[src/rtl/grid_min_path_sum_core_macros.svh]
// ----------------------------------------------------------------------------
// grid_min_path_sum_core_macros
// Assertion macros for the grid minimum path sum core.
// ----------------------------------------------------------------------------
`ifndef GRID_MIN_PATH_SUM_CORE_MACROS_SVH
`define GRID_MIN_PATH_SUM_CORE_MACROS_SVH
`ifndef SYNTHESIS
`define GMPS_ASSERT_IMPLY(label, clk, rst_n, ante, cons) \
    label: assert property (@(posedge clk) disable iff (!rst_n) (ante) |-> (cons)) \
        else $error("gmps assertion failed");
`define GMPS_ASSERT_NEXT(label, clk, rst_n, ante, cons) \
    label: assert property (@(posedge clk) disable iff (!rst_n) (ante) |=> (cons)) \
        else $error("gmps assertion failed");
`else
`define GMPS_ASSERT_IMPLY(label, clk, rst_n, ante, cons)
`define GMPS_ASSERT_NEXT(label, clk, rst_n, ante, cons)
`endif
`endif

[src/rtl/gmps_pkg.sv]
// ----------------------------------------------------------------------------
// gmps_pkg
// Shared constants and types of the grid minimum path sum core.
// ----------------------------------------------------------------------------
package gmps_pkg;

    localparam int MAX_COLS_DEFAULT = 256;
    localparam int COST_W           = 16;
    localparam int SUM_W            = 32;
    localparam int RW_W             = 9;
    localparam int APB_DATA_W       = 32;
    localparam int APB_ADDR_W       = 2;

    localparam logic [RW_W-1:0]       ROW_WIDTH_RESET = 9'd256;
    localparam logic [APB_ADDR_W-1:0] ADDR_ROW_WIDTH  = 2'd0;

    typedef struct packed {
        logic [COST_W-1:0] cost;
        logic              last;
        logic              first_row;
    } cell_ctl_t;

endpackage

[src/rtl/gmps_queue.sv]
// ----------------------------------------------------------------------------
// gmps_queue
// Two-entry queue of tagged cells between the front and the back.
// ----------------------------------------------------------------------------
module gmps_queue #(
    parameter int COL_W = $clog2(gmps_pkg::MAX_COLS_DEFAULT)
) (
    input  logic                clk,
    input  logic                rst_n,
    input  logic                push,
    input  gmps_pkg::cell_ctl_t push_entry,
    input  logic [COL_W-1:0]    push_col,
    output logic                full,
    input  logic                pop,
    output logic                head_valid,
    output gmps_pkg::cell_ctl_t head,
    output logic [COL_W-1:0]    head_col
);

    gmps_pkg::cell_ctl_t entry_reg [2];
    logic [COL_W-1:0]    col_reg [2];
    logic                wr_ptr_reg;
    logic                wr_ptr_next;
    logic                rd_ptr_reg;
    logic                rd_ptr_next;
    logic [1:0]          count_reg;
    logic [1:0]          count_next;

    assign full       = (count_reg == 2'd2);
    assign head_valid = (count_reg != 2'd0);
    assign head       = entry_reg[rd_ptr_reg];
    assign head_col   = col_reg[rd_ptr_reg];

    always_comb
    begin
        wr_ptr_next = push ? !wr_ptr_reg : wr_ptr_reg;
        rd_ptr_next = pop ? !rd_ptr_reg : rd_ptr_reg;
        count_next  = count_reg + 2'(push) - 2'(pop);
    end

    always_ff @(posedge clk)
    begin
        if (push)
        begin
            entry_reg[wr_ptr_reg] <= push_entry;
            col_reg[wr_ptr_reg]   <= push_col;
        end
    end

    always_ff @(posedge clk or negedge rst_n)
    begin
        if (!rst_n)
        begin
            wr_ptr_reg <= 1'b0;
            rd_ptr_reg <= 1'b0;
            count_reg  <= 2'd0;
        end
        else
        begin
            wr_ptr_reg <= wr_ptr_next;
            rd_ptr_reg <= rd_ptr_next;
            count_reg  <= count_next;
        end
    end

endmodule

[config.mk]
export PLATFORM = sky130hd
export DESIGN_NAME = gmps_queue
export DESIGN_NICKNAME = d
export VERILOG_FILES = /design/src/rtl/grid_min_path_sum_core_macros.svh /design/src/rtl/gmps_pkg.sv /design/src/rtl/gmps_queue.sv
export SDC_FILE = /design/constraint.sdc
export NUM_CORES = 1
export LEC_CHECK = 0
export ABC_AREA = 0
export BUFFER_PORTS_ARGS = -buffer_cell sky130_fd_sc_hd__buf_2
export CORE_MARGIN = 2
export CORE_UTILIZATION = 46
export DETAILED_ROUTE_END_ITERATION = 12
export PLACE_DENSITY = 0.7
export SLEW_MARGIN = 15
export SYNTH_ARGS = -nofsm -noshare
export SYNTH_HDL_FRONTEND = slang
export SYNTH_SLANG_ARGS = --single-unit
[constraint.sdc]
create_clock -name clk -period 2.05 [get_ports clk]
set_input_delay 0 -clock clk [delete_from_list [all_inputs] [get_ports clk]]
set_output_delay 0 -clock clk [all_outputs]
set_load 0.02 [all_outputs]
==> results of run 1 <==
## logic make-up (layout without fill, tap and decap cells)
family | count (synthesis) | after routing | share of synthesized area
adder cells (fa/ha/maj) | 2 | 2 | 0.0115
XOR/XNOR | 3 | 3 | 0.0190
multiplexers | 26 | 26 | 0.167
buffers and inverters | 5 | 101 | 0.0270
AND/OR/NAND/NOR | 4 | 4 | 0.0115
flip-flops | 56 | 56 | 0.764
## layout make-up
type / instances / area [sq um]
clock buffer: 7 / 76.3
timing repair buffer: 91 / 626
inverter: 2 / 7.51
multi-input combinational: 35 / 458
sequential: 56 / 1660
tap: 54 / 67.6
fill: 372 / 1730
clock inverter: 1 / 5.00
## power by group
part / total [mW] / switching (mW) / internal [mW]
clock network: 0.555 / 0.315 / 0.240
registers: 1.62 / 0.0938 / 1.52
logic: 1.40 / 0.721 / 0.676
## synth_stat cells (all sizes together)
cell type and number:
or2 1, dfrtp 4, xor2 2, xor3 1
inv 2, mux2 26, and2 1, nor2b 2
ha 2, edfxtp 52, buf 3
## placed cells by master, fill, tap and decap left out
cell type,count
buf_2,57
edfxtp_1,52
dlygate4sd3_1,29
mux2_4,19
mux2_2,7
clkbuf_8,5
dfrtp_1,4
buf_4,4
inv_1,2
xor2_1,2
ha_1,2
clkbuf_1,2
xor3_1,1
nor2b_2,1
or2_2,1
nor2b_1,1
and2_1,1
clkinv_2,1
buf_12,1
## layer usage
metal	global-route usage	wire, microns
met5	0	0
met4	0.0494	36
met3	0.0414	156
met2	0.252	1880
met1	0.150	1370
## worst max-delay path by stage
stage / startpoint / endpoint / slack, ns / depth (start not counted)
global route: rd_ptr_reg$_DFFE_PN0P_ / head_col[3] / 0.40 / 3
finish: rd_ptr_reg$_DFFE_PN0P_ / head_col[4] / 0.48 / 3
global placement: count_reg[0]$_DFF_PN0_ / count_reg[1]$_DFF_PN0_ / 0.73 / 5
CTS: rd_ptr_reg$_DFFE_PN0P_ / head_col[3] / 0.46 / 3
detailed placement: count_reg[0]$_DFF_PN0_ / count_reg[1]$_DFF_PN0_ / 0.62 / 5
floorplan: wr_ptr_reg$_DFFE_PN0P_ / col_reg[0][0]$_DFFE_PP_ / 0.06 / 1
==> impl_metrics.yaml, run 1 <==
yosys:
  synth_nets: 128
  syn_area_sq_mm: 0.00218
  syn_area_per_cell_sq_um: 22.7
  yosysTopAreaCell: "edfxtp_1"
  synthTopCellsByArea: "edfxtp_1 72%, mux2_4 13%, dfrtp_1 4.6%"
  synth_cell_type_count: 13
  yosysWarnings: 0
  ys_ff_latch: 56
  synth_cells: 96
  yosysTopAreaCellShare: 0.718
  synth-seq-area-share: 0.764
pwr:
  power.density_mw_per_mm2: 1230
  p_leak_nw: 1.20
  finalPower_mw: 3.57
  vdd_drop_max_uv: 1150
sta:
  setup_tns_ns: 0
  tightest_slew_ns: 0.279
  grt_setup_unrepaired: "false"
  finalCriticalPeriod_ns: 1.57
  holdWs_ns: 0.0194
  slew_headroom: 0.814
  setup_violations: 0
  finalHoldViolations: 0
  finClkSkew_ns: 0.00477
  fin_ws_ns: 0.483
  finalCritPeriodShare: 0.764
  fmax_mhz: 638
  drv_slew: 0
finish:
  layout-drive-gt1-share: 0.500
  fin_area_sq_mm: 0.00290
  layoutNonFillerInstCount: 246
  largest_reg_flops: 36
  fin_nets: 223
  antenna_cells: 0
  area_delta_synth_final_pct: 33.4
  final_util: 0.627
drt:
  drc: 0
  drtIter0Drc: 49
  routed_wl_mm: 3.45
  final_antenna_net_count: 0
  via_per_inst: 4.67
  drt-pass1-iter-count: 4
  wl_per_cell_microns: 14.0
  vias: 1150
setup_path:
  crit-reg2reg-launch: "count_reg[0]$_DFF_PN0_"
  crit_buf_inv: 2
  max_stage_delay_ns: 0.51
  r2r-end: "count_reg[1]$_DFF_PN0_"
  cpMaxStageDelayCell: "dfrtp_1"
  r2r_slack_ns: 0.63
  crit_chain: "buf_12, mux2_2, buf_2"
  cp.required_ns: 2.05
  worstSetupStartpointType: "register"
  arrival_ns: 1.57
  worstPathMaxFanout: 24
  crit_family: "flip-flops"
  worst_r2r_path_depth: 5
  critical_path_class: "register to output pin"
  end_kind: "output pin"
die:
  io_pins: 58
  die_h_microns: 72.8
  rows: 25
  dieArea_sq_mm: 0.00530
  initial_utilization: 0.470
  die_x_microns: 72.8
  core_sq_mm: 0.00463
clock_tree:
  h-tree-depth: 2
  cts_buffers: 5
  cts-resized-gates: 0
  cts_setup_buffers: 0
  cts_hold_buf: 29
  clock_latency_ns: 0.30
  cts_buffer_depth: 2
  cts_tree: "yes"
  clock-root-buffer: "clkbuf_8"
  cts_num_sinks: 56
  clk_pin_slew_worst_paths_ns: 0.09
placement:
  pre_cts_slack_ns: 0.622
  placedCellCount: 209
  dp_hpwl_mm: 2.31
  place_area_sq_mm: 0.00253
  io_buffers: 57
  gp_congestion: 0.691
min_path:
  hold_path.class: "primary input to asynchronous set/reset pin"
grt:
  grt_pass1_vias: 1176
  grt.total_usage: 0.138
  grt_pass1_wl_mm: 5.26
  antenna_found_initial: 0
  grt_max_degree: 25
  grt-ovfl-total: 0
flow_run:
  cap_violations: 0
run_status:
  status: "finished clean"
Power figures use the tool's default switching activity.
==> run 2, diff against run 1 <==
ABC_AREA = 1   (was 0)
CORE_UTILIZATION = 47   (was 46)
PLACE_DENSITY = 0.71   (was 0.7)
clock period = 1.3 ns   (was 2.05 ns; I/O delays follow)
==> impl_metrics.yaml, run 2 <==
run_status:
  status: "finished clean"
placement:
  place_area_sq_mm: 0.00263
  gp_congestion: 0.649
  pre_cts_slack_ns: 0.167
  io_buffers: 57
  dp_hpwl_mm: 2.31
drt:
  wl_per_cell_microns: 13.6
  vias: 1421
  via_per_inst: 4.61
  routed_wl_mm: 4.19
  drt-pass1-iter-count: 4
  final_antenna_net_count: 0
  drc: 0
  drtIter0Drc: 133
sta:
  finalCritPeriodShare: 0.999
  fin_ws_ns: 0.00109
  fmax_mhz: 770
  drv_slew: 0
  finClkSkew_ns: 0.00693
  slew_headroom: 0.889
  setup_violations: 0
  tightest_slew_ns: 0.166
  grt_setup_unrepaired: "true"
  finalHoldViolations: 0
  finalCriticalPeriod_ns: 1.30
yosys:
  syn_area_sq_mm: 0.00225
  synth_most_common_cell: "edfxtp_1"
  synth-async-reset-ratio: 0.0714
  synth_cell_type_count: 13
  synth_nets: 193
  synth-seq-area-share: 0.738
  yosysTopAreaCellShare: 0.693
  ys_ff_latch: 56
  synth_cells: 161
  yosys-top-cells-count: "52 x edfxtp_1, 33 x inv_1, 33 x nand2_1"
  syn_area_per_cell_sq_um: 14.0
  synthTopCellsByArea: "edfxtp_1 69%, o21ai_2 8.9%, inv_1 5.5%"
  synth-edff-count: 52
  yosysWarnings: 0
  yosysTopAreaCell: "edfxtp_1"
  synth_ff_type: "edfxtp_1"
flow_run:
  cap_violations: 0
min_path:
  hold_path.class: "primary input to asynchronous set/reset pin"
grt:
  grt.total_usage: 0.151
  grt-ovfl-total: 0
  grt_pass1_wl_mm: 5.95
  antenna_found_initial: 0
  grt_pass1_vias: 1366
  grt_max_degree: 31
pwr:
  p_leak_nw: 1.37
  p_int_mw: 4.21
  switching_share: 0.367
  vdd_drop_max_uv: 1030
  power.density_mw_per_mm2: 2090
  pwr-share-comb: 0.475
  pwr-share-clk: 0.140
  power_switching_mw: 2.43
  seqPwrFrac: 0.384
setup_path:
  arrival_ns: 1.30
  worstSetupStartpointType: "register"
  r2r_slack_ns: 0.17
  crit_end: "head_col[7]"
  worstPathMaxFanout: 15
  worst_r2r_path_depth: 6
  end_kind: "output pin"
  critical_path_class: "register to output pin"
  crit-reg2reg-launch: "count_reg[0]$_DFF_PN0_"
  r2r-end: "count_reg[1]$_DFF_PN0_"
  cp.required_ns: 1.30
  crit_start: "rd_ptr_reg$_DFFE_PN0P_"
clock_tree:
  cts_buffer_depth: 2
  h-tree-depth: 2
  cts_num_sinks: 56
  cts_buffers: 5
  clock_latency_ns: 0.31
  clk_pin_slew_worst_paths_ns: 0.09
  clock-root-buffer: "clkbuf_8"
  cts_tree: "yes"
finish:
  fin_area_sq_mm: 0.00318
  antenna_cells: 0
  fin_nets: 285
  layout-drive-gt1-share: 0.386
  mostFrequentLayoutCell: "edfxtp_1"
  largest_reg_flops: 36
  final_cell_mix: "52 x edfxtp_1, 33 x nand2_1, 32 x inv_1"
  area_delta_synth_final_pct: 41.2
die:
  core_sq_mm: 0.00466
  io_pins: 58
  rows: 25
  initial_utilization: 0.483
  dieArea_sq_mm: 0.00536
  die_h_microns: 73.2
  die_x_microns: 73.2
-- run 2: area by class of cell --
cell class / count / area [sq um]
Inverter: 33 / 128
Fill cell: 327 / 1480
Clock inverter: 3 / 18.8
Tap cell: 54 / 67.6
Clock buffer: 5 / 68.8
Timing Repair Buffer: 91 / 825
Sequential cell: 56 / 1660
Multi-Input combinational cell: 66 / 410
-- run 2: worst min path at each step --
stage,startpoint,endpoint,slack (ns),cells past startpoint
global route,rst_n,wr_ptr_reg$_DFFE_PN0P_,0.02,2
detailed placement,rst_n,wr_ptr_reg$_DFFE_PN0P_,-0.19,1
global placement,rst_n,wr_ptr_reg$_DFFE_PN0P_,-0.19,1
CTS,rst_n,count_reg[0]$_DFF_PN0_,0.009,2
floorplan,rst_n,count_reg[0]$_DFF_PN0_,-0.30,0
finish,rst_n,count_reg[0]$_DFF_PN0_,0.01,2
-- run 2: cell families after synthesis --
group / after synthesis / share of synthesized area
flops: 56 / 0.738
buf+inv: 39 / 0.0867
simple gates: 36 / 0.0606
compound gates: 26 / 0.0961
xor+xnor: 2 / 0.00778
fa+ha+maj: 2 / 0.0111
-- run 2: stage by stage --
step | total power, mW | std cells | hold WS [ns] | utilization | TNS [ns]
final | 6.64 | 308 | 0.0125 | 0.682 | 0
after detailed placement | 5.05 | 270 | -0.187 | 0.563 | 0
after CTS | 6.04 | 307 | 0.00920 | 0.645 | 0
after floorplan | 4.36 | 161 | -0.296 | - | 0
after global routing | 7.00 | 308 | 0.0224 | 0.682 | -0.530
after global placement | 5.00 | 270 | -0.187 | 0.563 | 0
-- run 2: metal layers --
layer / GRT usage / part of all wire
met2: 0.248 / 0.52
met5: 0 / 0
met3: 0.0318 / 0.042
met4: 0.0802 / 0.016
met1: 0.186 / 0.42
-- run 2: what timing repair did --
item | 4_1_cts | 5_1_grt
buffers inserted | 0 | 0
hold buffers | 29 | 0
gates cloned | 0 | 1
endpoints found under the hold margin | 59 | 0
endpoints found under the setup margin | 2 | 12
gates resized for setup | 2 | 49
pin swaps | 0 | 2
-- run 2: power groups by stage --
stage / combinational [mW] / clock [mW] / sequential, mW
final: 3.16 / 0.932 / 2.55
after global routing: 3.38 / 1.03 / 2.58
after CTS: 2.55 / 0.951 / 2.53
after detailed placement: 2.48 / 0 / 2.57
after global placement: 2.44 / 0 / 2.56
after floorplan: 1.83 / 0 / 2.53
-- run 2: critical path: stages, from the launching register on --
cell and delay, ns:
dfrtp_2 0.47, clkbuf_16 0.21, o21ai_2 0.17, buf_6 0.14
