File: src/rtl/grid_min_path_sum_core_macros.svh
// ----------------------------------------------------------------------------
// grid_min_path_sum_core_macros
// Assertion macros for the grid minimum path sum core.
// ----------------------------------------------------------------------------
`ifndef GRID_MIN_PATH_SUM_CORE_MACROS_SVH
`define GRID_MIN_PATH_SUM_CORE_MACROS_SVH
`ifndef SYNTHESIS
`define GMPS_ASSERT_IMPLY(label, clk, rst_n, ante, cons) \
    label: assert property (@(posedge clk) disable iff (!rst_n) (ante) |-> (cons)) \
        else $error("gmps assertion failed");
`define GMPS_ASSERT_NEXT(label, clk, rst_n, ante, cons) \
    label: assert property (@(posedge clk) disable iff (!rst_n) (ante) |=> (cons)) \
        else $error("gmps assertion failed");
`else
`define GMPS_ASSERT_IMPLY(label, clk, rst_n, ante, cons)
`define GMPS_ASSERT_NEXT(label, clk, rst_n, ante, cons)
`endif
`endif

File: src/rtl/gmps_pkg.sv
// ----------------------------------------------------------------------------
// gmps_pkg
// Shared constants and types of the grid minimum path sum core.
// ----------------------------------------------------------------------------
package gmps_pkg;

    localparam int MAX_COLS_DEFAULT = 256;
    localparam int COST_W           = 16;
    localparam int SUM_W            = 32;
    localparam int RW_W             = 9;
    localparam int APB_DATA_W       = 32;
    localparam int APB_ADDR_W       = 2;

    localparam logic [RW_W-1:0]       ROW_WIDTH_RESET = 9'd256;
    localparam logic [APB_ADDR_W-1:0] ADDR_ROW_WIDTH  = 2'd0;

    typedef struct packed {
        logic [COST_W-1:0] cost;
        logic              last;
        logic              first_row;
    } cell_ctl_t;

endpackage

File: src/rtl/gmps_front.sv
// ----------------------------------------------------------------------------
// gmps_front
// Accepts cells, tracks column and top row, and tags each cell for the back.
// ----------------------------------------------------------------------------
module gmps_front #(
    parameter int MAX_COLS = gmps_pkg::MAX_COLS_DEFAULT,
    parameter int COL_W    = $clog2(MAX_COLS)
) (
    input  logic                        clk,
    input  logic                        rst_n,
    input  logic [gmps_pkg::RW_W-1:0]   row_width,
    input  logic                        s_tvalid,
    output logic                        s_tready,
    input  logic [gmps_pkg::COST_W-1:0] s_tdata,    // cell_cost
    input  logic                        s_tlast,
    input  logic                        q_full,
    output logic                        push,
    output gmps_pkg::cell_ctl_t         entry,
    output logic [COL_W-1:0]            entry_col
);

    localparam int WW = (COL_W + 1 > gmps_pkg::RW_W) ? COL_W + 1 : gmps_pkg::RW_W;

    logic [COL_W-1:0] col_reg;
    logic [COL_W-1:0] col_next;
    logic             first_row_reg;
    logic             first_row_next;
    logic [WW-1:0]    rw_ext;
    logic [WW-1:0]    w_eff;
    logic             past_end;
    logic [COL_W-1:0] col_cur;
    logic             fr_cur;
    logic [COL_W:0]   col_inc;
    logic             wrap;

    always_comb
    begin
        rw_ext = WW'(row_width);
        if (rw_ext == '0)
        begin
            w_eff = WW'(1);
        end
        else if (rw_ext > WW'(MAX_COLS))
        begin
            w_eff = WW'(MAX_COLS);
        end
        else
        begin
            w_eff = rw_ext;
        end
        past_end = (WW'(col_reg) >= w_eff);
        col_cur  = past_end ? '0 : col_reg;
        fr_cur   = past_end ? 1'b0 : first_row_reg;
        col_inc  = {1'b0, col_cur} + (COL_W + 1)'(1);
        wrap     = (WW'(col_inc) >= w_eff);
    end

    assign s_tready        = !q_full;
    assign push            = s_tvalid && !q_full;
    assign entry.cost      = s_tdata;
    assign entry.last      = s_tlast;
    assign entry.first_row = fr_cur;
    assign entry_col       = col_cur;

    always_comb
    begin
        col_next       = col_reg;
        first_row_next = first_row_reg;
        if (push)
        begin
            if (s_tlast)
            begin
                col_next       = '0;
                first_row_next = 1'b1;
            end
            else if (wrap)
            begin
                col_next       = '0;
                first_row_next = 1'b0;
            end
            else
            begin
                col_next       = col_inc[COL_W-1:0];
                first_row_next = fr_cur;
            end
        end
    end

    always_ff @(posedge clk or negedge rst_n)
    begin
        if (!rst_n)
        begin
            col_reg       <= '0;
            first_row_reg <= 1'b1;
        end
        else
        begin
            col_reg       <= col_next;
            first_row_reg <= first_row_next;
        end
    end

endmodule

File: config.mk
export PLATFORM = sky130hd
export DESIGN_NAME = gmps_front
export DESIGN_NICKNAME = d
export VERILOG_FILES = /design/src/rtl/grid_min_path_sum_core_macros.svh /design/src/rtl/gmps_pkg.sv /design/src/rtl/gmps_front.sv
export SDC_FILE = /design/constraint.sdc
export NUM_CORES = 1
export LEC_CHECK = 0
export BUFFER_PORTS_ARGS = -buffer_cell sky130_fd_sc_hd__buf_2
export CAP_MARGIN = 10
export CELL_PAD_IN_SITES_DETAIL_PLACEMENT = 0
export CELL_PAD_IN_SITES_GLOBAL_PLACEMENT = 1
export CORE_UTILIZATION = 35
export CTS_CLUSTER_SIZE = 14
export DETAILED_ROUTE_END_ITERATION = 8
export GPL_ROUTABILITY_DRIVEN = 0
export HOLD_SLACK_MARGIN = 0.05
export PLACE_DENSITY_LB_ADDON = 0.05
export SYNTH_ARGS = -nofsm -noshare
export SYNTH_HDL_FRONTEND = slang
export SYNTH_SLANG_ARGS = --single-unit
File: constraint.sdc
create_clock -name clk -period 9.61 [get_ports clk]
set_clock_uncertainty 0.05 [all_clocks]
set_input_delay 2.4025 -clock clk [delete_from_list [all_inputs] [get_ports clk]]
set_output_delay 2.4025 -clock clk [all_outputs]
set_load 0.05 [all_outputs]
==> run metrics, run 1 <==
Cell Rows 21; drt pass-1 iters 4; Die Area 3840 um^2; vias per inst 5.28; post-DR wirelength/cell 14.3 um; max-slew violations 0; DRC Markers 0; Clock Path Buffers 2; number of global-route vias before repair 1025; worst vdd ir 0.116 mV; Power Internal 145 uW; max_slew headroom 69.5%; Num CTS Buffers 3; Detail Route Antenna Nets 0; largest net degree at the start of global routing 18; die height 62 um; Die X-Extent 62 um; Syn Std Cell Area 1260 um^2; worst endpoint required time 7.16 ns; P&R area growth vs syn 4.27%; sequential share of power 22.3%; Critical Path AT 4.57 ns; Clock Power Share 9.1%; logic gate share of total power 68.6%; TritonCTS clock tree yes; port bufs 25; status finished clean; power consumption 330 uW; switching share of power 56.0%; sequential area share after synthesis 18.0%; max_cap viols 0; Final WS setup 2.59 ns; number of diodes 0; yosys warns 0; pwr/cell area 251 nW/um^2; worst slack at placement 2.55 ns; worst hold path type reg2reg; Max stage delay on crit path 0.43 ns; initial antenna violation count 0; crit-path cells buf_2 -> nor4_1 -> a21oi_1 -> nor2_1 -> ha_1 -> nor2b_1 -> o21ai_0 -> a21oi_4 -> and2_1 -> buf_2; DP Area 1290 um^2; CTS root buf clkbuf_4; Core ar. 3390 um^2; initial core utilization 37.2%; Final setup viols 0; Setup TNS Final 0 ns; flop2flop setup slack 5.17 ns; post_cts resized 0; via count of the routed design 1099; post-synthesis register bit count 9; Startpoint Class input port; Mapped Avg Cell Area 8.13 um^2; CP most frequent cell buf_2; max reg flops 8; clk slew on worst S/H paths 0.06 ns; CTS Hold Bufs 0; fraction of layout cells with a size suffix above 1 25.9%; CTS Sinks 9; Post-synth ARST share 100%; DP Wirelength 2460 um; critical path class in2out; Placed Cells incl. Taps 204; Final Hold Fails 0; GRT overflow 0; Detailed Route Iter0 Violations 48; Slowest-stage cell, CP a21oi_4; cell family with the largest share of critical-path delay simple AND/OR/NAND/NOR gates; fmax 0.142 GHz; Post-synth EDFFs 0; layout net count 211; Ports 58; unrepaired setup endpoints after global routing no; Post-Layout Inst Area 1310 um^2; first-pass GRT wire length 4690 um; Netlist cell types 43; syn nets 203; min cycle time layout 7.02 ns; Non-Filler Instances 208; CP Capture Type primary output; worst slew pin tran 0.452 ns; net load switching power 185 uW; Buf/Inv on CP 2; period utilisation layout 73.0%; Most used DFF post-synth dfrtp_1; Post-Syn Instances 155; minimum hold slack 0.458 ns; Clock Latency Late Sink 0.26 ns; final core occ 38.8%; setup bufs post-CTS 0; Total GRT Usage 17.0%; Lkg Pwr 0.637 nW; DRT Wirelength 2970 um; Max Fanout on Critical Path 17; H-tree Lvls 1
-- worst register-to-register path, stage by stage, from the launching register on --
cell and delay [ns]:
dfrtp_1 0.50, ha_1 0.36, a21oi_1 0.12, o21ai_0 0.19, a21oi_4 0.43, and2_1 0.27, ha_1 0.34, nand3_2 0.16
inv_2 0.10, nand3_2 0.08, or2_2 0.28, a21boi_0 0.20, ha_1 0.16, nand4_1 0.12, o31a_2 0.40, o21ai_4 0.24
o21ai_0 0.12, a21o_1 0.19
-- worst paths after layout --
check / startpoint / cells past startpoint / end
min in group asynchronous: rst_n / 1 / col_reg[3]
worst max register to register: col_reg[2] / 17 / col_reg[3]
worst max-delay path: row_width[5] / 10 / entry_col[0]
worst min-delay path: first_row_reg / 2 / first_row_reg
worst min register to register: first_row_reg / 2 / first_row_reg
max in group asynchronous: rst_n / 1 / first_row_reg
-- final cells by class --
cell class	instances	area, um^2
tap	46	57.6
inverter	6	22.5
sequential	9	226
multi-input combinational	118	856
fill	364	2080
timing repair buffer	25	125
clock buffer	4	26.3
-- cells in the mapped netlist (all sizes together) (3+ instances only) --
cell type / instances / area, um^2
a211oi: 3 / 22.5
a21boi: 3 / 22.5
a21o: 5 / 37.5
a21oi: 9 / 60.1
and2: 12 / 76.3
buf: 22 / 155
dfrtp: 8 / 200
ha: 18 / 225
inv: 4 / 15.0
nand2: 17 / 63.8
nand3: 4 / 42.5
nor2: 8 / 30.0
nor4: 3 / 18.8
o21ai: 11 / 66.3
or3: 4 / 25.0
-- power by group through the flow --
stage / combinational (mW) / clock, mW / sequential (mW)
6_report: 0.226 / 0.0299 / 0.0737
5_1_grt: 0.255 / 0.0334 / 0.0756
4_1_cts: 0.228 / 0.0301 / 0.0745
3_5_place_dp: 0.228 / 0 / 0.0753
3_3_place_gp: 0.224 / 0 / 0.0748
2_1_floorplan: 0.203 / 0 / 0.0664
-- logic make-up after synthesis --
group | Yosys count | share of synthesized area, %
xor gates and xnor gates | 4 | 2.78
AOI/OAI and AO/OA | 36 | 20.0
and+or+nand+nor | 59 | 26.5
muxes | 1 | 0.794
buffers and inverters | 28 | 14.1
adders and majority gates | 18 | 17.9
DFF | 9 | 18.0
-- placed cells by master, fill, tap and decap left out, drive strengths merged, types with 4 or more instances in the layout --
cell type	n
dfrtp	8
inv	4
a21o	5
or3	4
a21oi	9
nor2	8
nand2	17
clkbuf	4
nand3	4
and2	12
o21ai	11
ha	18
buf	25
-- routing by layer --
| layer | vias up | share of wire [%] | global-route usage, % |
|---|---|---|---|
| met3 | 16 | 3.2 | 3.73 |
| met5 | - | 0 | 0 |
| met1 | 497 | 45 | 20.8 |
| li1 | 551 | - | - |
| met2 | 35 | 50 | 30.7 |
| met4 | 0 | 1.5 | 2.86 |
Note: power is estimated with default switching activity, not from simulation.
==> inputs of run 2 (changes only) <==
Settings changed: CORE_UTILIZATION 35 to 30.
Clock period 9.61 ns to 5.96 ns, I/O delays scaled along.
==> run metrics, run 2 (synthesis gave the netlist of run 1 again) <==
period utilisation layout 89.9%; TritonCTS clock tree yes; port bufs 25 (unchanged); minimum hold slack 0.467 ns (+0.00911 ns); Lkg Pwr 0.649 nW (+1.9%); DRT Wirelength 3180 um (+7.3%); min cycle time layout 5.36 ns; final core occ 33.4% (-5.4 points); Clock Path Buffers 2 (unchanged); clk slew on worst S/H paths 0.05 ns (about the same); Setup TNS Final 0 ns (unchanged); critical path class in2reg; max_slew headroom 64.6% (-4.9 points); status finished clean; Max stage delay on crit path 0.40 ns (-0.03 ns); drt pass-1 iters 4 (unchanged); Final setup viols 0 (unchanged); post_cts resized 0 (unchanged); GRT overflow 0 (unchanged); first-pass GRT wire length 4930 um (+5.1%); DP Wirelength 2600 um (+6.0%); CTS root buf clkbuf_8; post-DR wirelength/cell 14.9 um (+4.8%); Num CTS Buffers 3 (unchanged); Cell Rows 23 (+9.5%); fmax 0.187 GHz; layout net count 212 (+0.47%); hold path cells 2 (unchanged); met3 GRT Util 1.54% (-2.2 points); flop2flop setup slack 1.86 ns (-3.31 ns); CTS Sinks 9 (unchanged); crit-path cells buf_2 -> nor4_1 -> a21oi_1 -> nor2_1 -> ha_1 -> nor2b_1 -> o21ai_0 -> a21oi_4 -> and2_1 -> ha_1 -> nand3_2 -> inv_2 -> nand3_2 -> or2_2 -> a21boi_0 -> ha_1 -> nand4_1 -> o31a_2 -> o21ai_4 -> o21ai_0 -> a21o_1; most common cell after layout, fill and taps aside buf_2; worst hold path type reg2reg; max reg flops 8 (unchanged); Total GRT Usage 15.2% (-1.8 points); logic gate share of total power 66.0% (-2.6 points); fraction of layout cells with a size suffix above 1 26.4% (+0.45 points); Placed Cells incl. Taps 209 (+2.5%); Detailed Route Iter0 Violations 22 (-54%); Die Area 4460 um^2 (+16%); Post-Layout Inst Area 1350 um^2 (+2.4%); Detail Route Antenna Nets 0 (unchanged); Reg-to-Reg End col_reg[4]; DRC Markers 0 (unchanged); Worst Reg-to-Reg Cells 17 (unchanged); largest net degree at the start of global routing 15 (-3); worst slew pin tran 0.529 ns (+0.0767 ns); switching share of power 54.2% (-1.8 points); unrepaired setup endpoints after global routing no; initial core utilization 31.3% (-5.9 points); H-tree Lvls 1 (unchanged); CP Capture Type flip-flop; initial antenna violation count 0 (unchanged); via count of the routed design 1089 (-0.91%); sequential share of power 21.2% (-1.1 points); Final Hold Fails 0 (unchanged); Core ar. 4030 um^2 (+19%); Ports 58 (unchanged); most frequent cells in the layout 25 x buf_2, 18 x ha_1, 17 x nand2_1; number of diodes 0 (unchanged); worst slack at placement 0.335 ns (-2.21 ns); pwr/cell area 420 nW/um^2 (+67%); Slowest-stage cell, CP o31a_2; CP most frequent cell ha_1; Power Internal 258 uW (+78%); GRT Max-Usage Layer met2; worst endpoint required time 6.03 ns (-1.13 ns); Critical Path End col_reg[4]; Final WS setup 0.602 ns (-1.99 ns); die height 66.8 um (+7.8%); max-slew violations 0 (unchanged); Worst R2R Start col_reg[6]; P&R area growth vs syn 6.75%; Clock Power Share 12.9% (+3.8 points); met1 Usage GRT 20.2% (-0.56 points); critical path launch point row_width[5]; Critical Path AT 5.43 ns (+0.86 ns); max_cap viols 0 (unchanged); Clock Latency Late Sink 0.24 ns (-0.02 ns); M2 GR Usage 24.6% (-6.1 points); Non-Filler Instances 213 (+2.4%); Max Fanout on Critical Path 7 (-10); vias per inst 5.11 (-3.2%); Die X-Extent 66.8 um (+7.8%); setup bufs post-CTS 0 (unchanged); Startpoint Class input port; net load switching power 306 uW (+66%); worst vdd ir 0.125 mV (+8.3%); power consumption 565 uW (+71%); DP Area 1300 um^2 (+0.97%); number of global-route vias before repair 1007 (-1.8%); CTS Hold Bufs 0 (unchanged)
[run 2: cell count changes in the layout (fill, tap and decap cells not counted)]
cell / previous run / this run
clkbuf_4: 3 / 0
clkbuf_8: 0 / 3
buf_4: 0 / 1
[run 2: critical path, delay by kind of cell]
| kind | cells | cell delay, ns |
|---|---|---|
| and+or+nand+nor | 8 | 1.41 |
| adders and majority gates | 3 | 0.74 |
| buffers and inverters | 2 | 0.21 |
| AOI/OAI and AO/OA | 8 | 1.56 |
[run 2: final cells by class]
cell class                      count  area (um^2)
Multi-Input combinational cell    118          856
Tap cell                           50         62.6
Fill cell                         449         2680
Sequential cell                     9          226
Inverter                            6         22.5
Clock buffer                        4         45.0
Timing Repair Buffer               26          133
[run 2: worst min-delay path by stage]
stage,start,to,slack [ns]
finish,first_row_reg,first_row_reg,0.47
global route,first_row_reg,first_row_reg,0.51
CTS,first_row_reg,first_row_reg,0.46
detailed placement,first_row_reg,first_row_reg,0.45
global placement,first_row_reg,first_row_reg,0.45
floorplan,first_row_reg,first_row_reg,0.43
[run 2: layer usage]
metal | vias up | share of wire [%]
li1 | 550 | -
met1 | 491 | 49
met2 | 31 | 44
met3 | 17 | 4.7
met4 | 0 | 2.2
met5 | - | 0
[run 2: power groups by stage]
stage	registers, mW	clock network [mW]	logic [mW]
2_1_floorplan	0.107	0	0.328
3_3_place_gp	0.121	0	0.374
3_5_place_dp	0.121	0	0.372
4_1_cts	0.120	0.0731	0.375
5_1_grt	0.123	0.0768	0.413
6_report	0.119	0.0726	0.372
